--- src/rtl/mgrp_pkg.sv ---
`timescale 1ns / 1ps
`default_nettype none

package mgrp_pkg;

  // Prime modulus and derived constants
  localparam int unsigned VAL_W = 30;
  localparam logic [29:0] MODULUS     = 30'd1000000007;
  localparam logic [29:0] MODULUS_M2  = 30'd1000000005;
  localparam logic [31:0] MODULUS_X1  = 32'd1000000007;
  localparam logic [31:0] MODULUS_X2  = 32'd2000000014;

  // Barrett constant floor(2^60 / P), fits in 31 bits
  localparam logic [30:0] BARRETT_MU = 31'((64'd1 << 60) / 64'd1000000007);

  // Multiplier operation codes: operand pair and destination register
  typedef logic [2:0] mgrp_op_t;
  localparam mgrp_op_t OP_SQB  = 3'd0;  // base square
  localparam mgrp_op_t OP_HI   = 3'd1;  // upper power accumulate
  localparam mgrp_op_t OP_LO   = 3'd2;  // lower power accumulate
  localparam mgrp_op_t OP_SQC  = 3'd3;  // (base-1) square
  localparam mgrp_op_t OP_INV  = 3'd4;  // inverse accumulate
  localparam mgrp_op_t OP_TERM = 3'd5;  // range sum = diff * inverse
  localparam mgrp_op_t OP_PROD = 3'd6;  // running product update

  // Reduction step select: subtract P shifted left by this amount
  localparam logic [1:0] RED_FIRST = 2'd2;

  // Tag that travels with a multiplier operation
  typedef struct packed {
    mgrp_op_t op;
    logic     wr;
  } mgrp_tag_t;

  // Controller to datapath
  typedef struct packed {
    logic       load;
    logic       red_step;
    logic [1:0] red_sel;
    logic       issue;
    mgrp_op_t   op;
    logic       shift;
    logic       emit;
  } mgrp_cmd_t;

  // Datapath to controller
  typedef struct packed {
    logic one;
    logic last;
    logic busy;
  } mgrp_sts_t;

endpackage

`default_nettype wire

--- src/rtl/mgrp_ctrl.sv ---
`timescale 1ns / 1ps
`default_nettype none

module mgrp_ctrl #(
  parameter int unsigned EXP_BITS = 32
) (
  input  wire                  clk,
  input  wire                  rst_n,
  input  wire                  in_valid,
  output logic                 in_stall,
  output logic                 out_valid,
  input  wire                  out_stall,
  output mgrp_pkg::mgrp_cmd_t  cmd,
  input  mgrp_pkg::mgrp_sts_t  sts
);

  localparam int unsigned EW     = (EXP_BITS < 32) ? EXP_BITS : 32;
  localparam int unsigned ROUNDS = (EW + 1 > 30) ? EW + 1 : 30;
  localparam int unsigned RW     = $clog2(ROUNDS);

  localparam logic [3:0] ST_IDLE  = 4'd0;
  localparam logic [3:0] ST_SEL   = 4'd1;
  localparam logic [3:0] ST_RED   = 4'd2;
  localparam logic [3:0] ST_ROUND = 4'd3;
  localparam logic [3:0] ST_WAIT1 = 4'd4;
  localparam logic [3:0] ST_FIN1  = 4'd5;
  localparam logic [3:0] ST_WAIT2 = 4'd6;
  localparam logic [3:0] ST_FIN2  = 4'd7;
  localparam logic [3:0] ST_WAIT3 = 4'd8;
  localparam logic [3:0] ST_EMIT  = 4'd9;

  localparam logic [2:0] LAST_SLOT = 3'd4;

  logic [3:0]    state_r, state_nxt;
  logic [2:0]    slot_r, slot_nxt;
  logic [RW-1:0] round_r, round_nxt;
  logic [1:0]    red_r, red_nxt;
  logic          out_valid_r, out_valid_nxt;
  logic          out_free;

  assign out_free = !out_valid_r || !out_stall;

  // Sequencer
  always_comb begin
    state_nxt = state_r;
    slot_nxt  = slot_r;
    round_nxt = round_r;
    red_nxt   = red_r;
    cmd       = '0;
    cmd.red_sel = red_r;

    unique case (state_r)
      ST_IDLE: begin
        if (in_valid) begin
          cmd.load  = 1'b1;
          state_nxt = ST_SEL;
        end
      end
      ST_SEL: begin
        slot_nxt  = 3'd0;
        round_nxt = '0;
        red_nxt   = mgrp_pkg::RED_FIRST;
        state_nxt = sts.one ? ST_RED : ST_ROUND;
      end
      ST_RED: begin
        cmd.red_step = 1'b1;
        red_nxt      = red_r - 2'd1;
        if (red_r == 2'd0) begin
          state_nxt = ST_FIN1;
        end
      end
      ST_ROUND: begin
        // five interleaved multiplies per exponent bit
        cmd.issue = 1'b1;
        case (slot_r)
          3'd0:    cmd.op = mgrp_pkg::OP_SQB;
          3'd1:    cmd.op = mgrp_pkg::OP_HI;
          3'd2:    cmd.op = mgrp_pkg::OP_LO;
          3'd3:    cmd.op = mgrp_pkg::OP_SQC;
          default: cmd.op = mgrp_pkg::OP_INV;
        endcase
        slot_nxt = slot_r + 3'd1;
        if (slot_r == LAST_SLOT) begin
          cmd.shift = 1'b1;
          slot_nxt  = 3'd0;
          round_nxt = round_r + RW'(1);
          if (round_r == RW'(ROUNDS - 1)) begin
            state_nxt = ST_WAIT1;
          end
        end
      end
      ST_WAIT1: begin
        if (!sts.busy) begin
          state_nxt = ST_FIN1;
        end
      end
      ST_FIN1: begin
        cmd.issue = 1'b1;
        cmd.op    = mgrp_pkg::OP_TERM;
        state_nxt = ST_WAIT2;
      end
      ST_WAIT2: begin
        if (!sts.busy) begin
          state_nxt = ST_FIN2;
        end
      end
      ST_FIN2: begin
        cmd.issue = 1'b1;
        cmd.op    = mgrp_pkg::OP_PROD;
        state_nxt = ST_WAIT3;
      end
      ST_WAIT3: begin
        if (!sts.busy) begin
          state_nxt = ST_EMIT;
        end
      end
      ST_EMIT: begin
        if (!sts.last) begin
          state_nxt = ST_IDLE;
        end else if (out_free) begin
          cmd.emit  = 1'b1;
          state_nxt = ST_IDLE;
        end
      end
      default: begin
        state_nxt = ST_IDLE;
      end
    endcase
  end

  // Output register valid
  always_comb begin
    priority if (cmd.emit) begin
      out_valid_nxt = 1'b1;
    end else if (out_valid_r && !out_stall) begin
      out_valid_nxt = 1'b0;
    end else begin
      out_valid_nxt = out_valid_r;
    end
  end

  always_ff @(posedge clk) begin
    if (!rst_n) begin
      state_r     <= ST_IDLE;
      slot_r      <= 3'd0;
      round_r     <= '0;
      red_r       <= 2'd0;
      out_valid_r <= 1'b0;
    end else begin
      state_r     <= state_nxt;
      slot_r      <= slot_nxt;
      round_r     <= round_nxt;
      red_r       <= red_nxt;
      out_valid_r <= out_valid_nxt;
    end
  end

  assign in_stall  = (state_r != ST_IDLE);
  assign out_valid = out_valid_r;

endmodule

`default_nettype wire
--- config.mk ---
export PLATFORM = sky130hd
export DESIGN_NAME = mgrp_ctrl
export DESIGN_NICKNAME = d
export VERILOG_FILES = /design/src/rtl/mgrp_pkg.sv /design/src/rtl/mgrp_ctrl.sv
export SDC_FILE = /design/constraint.sdc
export NUM_CORES = 1
export LEC_CHECK = 0
export BUFFER_PORTS_ARGS = -buffer_cell sky130_fd_sc_hd__buf_2
export CAP_MARGIN = 20
export CORE_UTILIZATION = 29
export DETAILED_ROUTE_END_ITERATION = 10
export GPL_TIMING_DRIVEN = 0
export PLACE_DENSITY_LB_ADDON = 0.25
export SYNTH_ARGS = -nofsm -noshare
export SYNTH_HDL_FRONTEND = slang
export SYNTH_SLANG_ARGS = --single-unit
export TNS_END_PERCENT = 30
--- constraint.sdc ---
create_clock -name clk -period 2.3 [get_ports clk]
set_input_delay 0.46 -clock clk [delete_from_list [all_inputs] [get_ports clk]]
set_output_delay 0.46 -clock clk [all_outputs]
set_load 0.02 [all_outputs]
==> results of run 1 <==
-- cells by family (layout without fill, tap and decap cells) --
kind of cell / after synthesis / after routing / share of synthesized area, %
and+or+nand+nor: 60 / 60 / 30.3
AOI/OAI and AO/OA: 28 / 28 / 18.0
buffers and inverters: 19 / 41 / 7.96
DFF: 16 / 16 / 29.5
adders and majority gates: 8 / 8 / 9.23
xor gates and xnor gates: 5 / 5 / 4.04
muxes: 1 / 1 / 0.923
-- final timing paths --
path | end | slack (ns) | cells after the start
min | state_r[2] | 0.49 | 2
max reg2reg | state_r[2] | 0.47 | 7
min reg2reg | slot_r[1] | 0.51 | 2
max | cmd[0] | 0.09 | 6
-- routing by layer --
layer / up-vias / part of all wire, % / global-route usage, %
met5: - / 0 / 0
li1: 518 / - / -
met1: 470 / 52 / 17.4
met3: 2 / 4.0 / 2.17
met2: 18 / 43 / 19.6
met4: 0 / 0.72 / 4.36
-- layout make-up --
type,count,area (um^2)
clock buffer,4,55.1
timing repair buffer,18,90.1
multi-input combinational,102,682
fill,387,2180
inverter,11,41.3
tap,46,57.6
sequential,16,322
buffer,8,45.0
-- sequential cells by signal, indices dropped and copies added (netlist names) --
name,flops
round_r,6
state_r,4
slot_r,3
red_r,2
out_valid,1
-- through the flow --
stage / util [%] / instance area [um^2]
after floorplan: - / 1080
after global placement: 35.5 / 1230
after detailed placement: 35.5 / 1230
after CTS: 37.1 / 1290
after global routing: 37.3 / 1290
final: 37.3 / 1290
-- where the power goes --
| group | switching, mW | internal, mW | total [mW] |
|---|---|---|---|
| logic | 0.414 | 0.261 | 0.675 |
| registers | 0.0397 | 0.317 | 0.357 |
| clock network | 0.101 | 0.152 | 0.253 |
| total | 0.555 | 0.730 | 1.29 |
-- cells in the final DEF (no fill, tap or decap), drive strengths merged --
cell,count
o21ai,4
clkbuf,7
dfxtp,16
mux2i,1
a21o,1
o211ai,1
or3,2
nand4,3
nand3,2
nand4bb,1
a211oi,1
and4,1
or2,2
nor2,17
nand3b,1
a2bb2oi,1
nand2b,1
or3b,2
and2,5
o31ai,1
a2111oi,1
inv,11
nor2b,1
a21oi,9
and3b,1
a21boi,3
a31oi,1
buf,23
nor3,8
ha,8
nor4,1
and3,1
nand2,10
xnor2,1
or4,1
xor2,4
o22ai,5
-- critical path: cells and delay by family (launching register included) --
kind                   cells  cell delay, ns
AO/OA/AOI/OAI              1            0.10
AND/OR/NAND/NOR            2            0.72
buffers and inverters      3            0.37
flip-flops                 1            0.31
-- what timing repair did --
item	4_1_cts	5_1_grt
hold buffers	0	0
setup endpoints to repair	0	1
gates resized for setup	0	2
hold endpoints to repair	0	0
==> reports/qor.txt, run 1 <==
Routed vias/inst - 4.92
Synthesized net count - 152
Synth warnings - 0
Vias in the first global route - 919
Yosys top cell area share - 29.5%
Slew Viols, Final - 0
ANT cells - 0
Clk root buf - clkbuf_8
Startpoint class of the critical path - flop
Slew at the pin closest to its max-slew limit - 0.626 ns
Final Hold Vio Count - 0
Worst Hold Class - in2reg
Area leader, netlist - dfxtp_1
CP max stage cell - or3b_4
Synth cell count leaders - nor2_1, dfxtp_1, inv_1
Clock latency on the worst-skew pair - 0.25 ns
P per Cell Area - 994 nW/um^2
Setup crit start - state_r[1]
Most frequent cell after synthesis - nor2_1
CORE AREA - 3470 um^2
CP Data Required Time - 1.84 ns
Clk sinks - 16
Pleak - 0.542 nW
Via Count - 1008
Clk buf depth - 2
Cell count after synthesis - 137
Core Rows - 21
WL per Instance - 11.6 um
Overall power - 1.29 mW
Unrepaired setup endpoints after global routing - false
CP Cell Sequence - buf_6 -> or3b_4 -> or2_2 -> a21oi_2 -> buf_4 -> buf_2
DP Cell Count - 201
GRT Total Usage - 12.6%
Asr flop ratio synth - 0%
Die area - 3990 um^2
# nets final - 175
Max FO, Critical Path - 8
Synth Register Bits - 16
GRT overflow - 0
Cell variety after synth - 43
Synth Area per Inst - 7.92 um^2
First-pass GRT wire length - 4.02 mm
Routed WL - 2.37 mm
Slowest stage delay, CP - 0.42 ns
Io pins - 19
HP Start - rst_n
Num CTS Buffers - 3
Die width - 63.2 um
Area grow syn2layout - 19.1%
Reg2reg start - slot_r[0]
H-tree levels - 1
# Max-Cap Violations - 0
CP Data Arrival Time - 1.75 ns
Status - finished clean
Period minus WS final - 2.21 ns
Pin count of the biggest net entering global routing - 11
First-pass detailed-route iteration total - 4
Worst Setup End Kind - primary output
Final hold slack - 0.491 ns
Postcts setup bufs - 0
IO Port Bufs - 18
Largest cells by area after synthesis - dfxtp_1, ha_1, nor2_1
EDFF count, synth - 0
Share of layout cells above drive strength 1 - 23.3%
DR iter-0 viols - 41
Mapped Area - 1080 um^2
Placer Congestion - 0.783
Max IR drop VDD - 0.336 mV
Worst-path clk slew - 0.07 ns
Starting density of the core - 31.3%
Height of the die - 63.2 um
Ys flop type - dfxtp_1
Crit share post-route - 96.3%
Post-synthesis sequential area ratio - 29.5%
Setup TNS - 0 ns
Setup violators final - 0
CTS tree - yes
Initial antenna violation count - 0
DRC - 0
Post-route clock skew - 0.00134 ns
Final HPWL DP - 1.82 mm
Max Freq - 452 MHz
Final antenna-violating net count - 0
Setup ws final - 0.0860 ns
Slew HR - 57.9%
Non-filler cells, final - 205
Setup CP Type - reg2out
Worst slack, placed - 0.297 ns
No activity file was read; power rests on OpenSTA's default activity.
==> run 2, diff against run 1 <==
--- a/config.mk
+++ b/config.mk
@@ -11,6 +11,7 @@
 export DETAILED_ROUTE_END_ITERATION = 10
 export GPL_TIMING_DRIVEN = 0
 export PLACE_DENSITY_LB_ADDON = 0.25
+export SLEW_MARGIN = 20
 export SYNTH_ARGS = -nofsm -noshare
 export SYNTH_HDL_FRONTEND = slang
 export SYNTH_SLANG_ARGS = --single-unit
==> constraint.sdc (replaced) <==
create_clock -name clk -period 2.3 [get_ports clk]
set_input_delay 0.23 -clock clk [delete_from_list [all_inputs] [get_ports clk]]
set_output_delay 0.23 -clock clk [all_outputs]
set_load 0.02 [all_outputs]
==> run 2 against run 1 <==
Non-clock buffer count stayed put. Critical path depth shrank 1. Via count is essentially flat. Sequential share of layout area about the same. Worst setup slack better by 0.17 ns. Die area is the same. Global-route usage is the same. Hold slack worse by 0.23 ns. Sequential power hardly changed. Clock skew did not move. Wire length shrank 0.42%. Register-to-register slack about the same. Critical path type unchanged.
==> reports/qor.txt, run 2 (synthesis results as in run 1) <==
Slew HR - 57.9% (unchanged)
First-pass GRT wire length - 4.02 mm (unchanged)
Max reg flops - 6 (unchanged)
Period minus WS final - 2.05 ns (was 2.21 ns)
Top reg by flops - round_r (unchanged)
Final HPWL DP - 1.82 mm (unchanged)
Via Count - 1007 (was 1008)
CP Data Required Time - 2.07 ns (was 1.84 ns)
Clk sinks - 16 (unchanged)
# Max-Cap Violations - 0 (unchanged)
Status - finished clean (unchanged)
Io pins - 19 (unchanged)
Max FO, Critical Path - 10 (was 8)
# nets final - 175 (unchanged)
Crit share post-route - 89.1% (was 96.3%)
Design area - 1290 um^2 (about the same)
DR iter-0 viols - 39 (was 41)
ANT cells - 0 (unchanged)
Pin count of the biggest net entering global routing - 11 (unchanged)
Clk root buf - clkbuf_8 (unchanged)
IO Port Bufs - 18 (unchanged)
Die width - 63.2 um (unchanged)
GRT Total Usage - 12.6% (unchanged)
Setup violators final - 0 (unchanged)
Die area - 3990 um^2 (unchanged)
Initial antenna violation count - 0 (unchanged)
GRT overflow - 0 (unchanged)
Num CTS Buffers - 3 (unchanged)
Worst-path clk slew - 0.07 ns (about the same)
WL per Instance - 11.5 um (was 11.6 um)
Commonest non-fill, non-tap cell in the layout - buf_2 (unchanged)
Core Rows - 21 (unchanged)
Startpoint class of the critical path - flop (unchanged)
Area grow syn2layout - 18.7% (was 19.1%)
Largest regs - round_r x6, state_r x4, slot_r x3 (unchanged)
Height of the die - 63.2 um (unchanged)
Worst Setup End Kind - primary output (unchanged)
Setup TNS - 0 ns (unchanged)
First-pass detailed-route iteration total - 4 (unchanged)
Unrepaired setup endpoints after global routing - false (unchanged)
Final hold slack - 0.261 ns (was 0.491 ns)
DP Cell Count - 201 (unchanged)
Final antenna-violating net count - 0 (unchanged)
Post_cts resized - 0 (unchanged)
Post-route clock skew - 0.00134 ns (unchanged)
Most frequent cells in the layout - buf_2, nor2_1, dfxtp_1, inv_1, nand2_1 (unchanged)
Slew Viols, Final - 0 (unchanged)
Starting density of the core - 31.3% (unchanged)
Routed WL - 2.36 mm (was 2.37 mm)
Postcts setup bufs - 0 (unchanged)
Setup CP Type - reg2out (unchanged)
DRC - 0 (unchanged)
Vias in the first global route - 919 (unchanged)
Non-filler cells, final - 205 (unchanged)
Overall power - 1.28 mW (was 1.29 mW)
Clock latency on the worst-skew pair - 0.25 ns (about the same)
H-tree levels - 1 (unchanged)
Worst hold path depth - 2 (unchanged)
Max IR drop VDD - 0.336 mV (about the same)
Worst Hold Class - in2reg (unchanged)
CORE AREA - 3470 um^2 (unchanged)
Hold-fix buffers, CTS - 0 (unchanged)
CTS tree - yes (unchanged)
Reg2Reg Depth - 7 (unchanged)
Slew at the pin closest to its max-slew limit - 0.626 ns (unchanged)
Max Freq - 488 MHz (was 452 MHz)
Clk buf depth - 2 (unchanged)
Final Hold Vio Count - 0 (unchanged)
Pleak - 0.542 nW (about the same)
Routed vias/inst - 4.91 (was 4.92)
Share of layout cells above drive strength 1 - 22.0% (was 23.3%)
CP Data Arrival Time - 1.82 ns (was 1.75 ns)
Placer Congestion - 0.783 (unchanged)
Post-DP Area - 1230 um^2 (unchanged)
P per Cell Area - 998 nW/um^2 (was 994 nW/um^2)
run 2: cell counts in the layout (fill, tap and decap cells not counted):
No cell type changed its count.
run 2: where the power goes:
part           internal (mW)  leakage (nW)  total [mW]  switching (mW)
clock                  0.152        0.0288       0.253           0.101
sequential             0.317         0.130       0.357          0.0397
combinational          0.261         0.383       0.675           0.414
total                  0.730         0.542        1.28           0.555
run 2: final cells by class:
class | instances | area (um^2)
Multi-Input combinational cell | 102 | 678
Fill cell | 386 | 2180
Tap cell | 46 | 57.6
Timing Repair Buffer | 18 | 90.1
Buffer | 8 | 45.0
Clock buffer | 4 | 55.1
Sequential cell | 16 | 320
Inverter | 11 | 41.3
run 2: path summary, 6_finish.rpt:
check,from,to,slack [ns]
worst max-delay path,state_r[3],cmd[0],0.25
worst min-delay path,rst_n,state_r[2],0.26
worst max register to register,slot_r[0],state_r[2],0.47
worst min register to register,slot_r[1],slot_r[1],0.51
run 2: metal layers:
metal	part of all wire (%)	up-vias	GRT usage [%]
met2	43	18	19.6
met4	0.72	0	4.36
met5	0	-	0
met3	4.0	2	2.17
li1	-	519	-
met1	52	468	17.4
run 2: stage by stage:
stage,utilization [%],worst slack (ns)
finish,37.1,0.251
CTS,37.1,0.252
global route,37.1,0.121
floorplan,-,0.609
detailed placement,35.5,0.485
global placement,35.5,0.496
run 2: worst max-delay path, stage by stage (launching register included):
cell	delay, ns
dfxtp_1	0.46
or3b_4	0.44
or2_2	0.29
a21oi_1	0.12
buf_4	0.11
buf_2	0.14
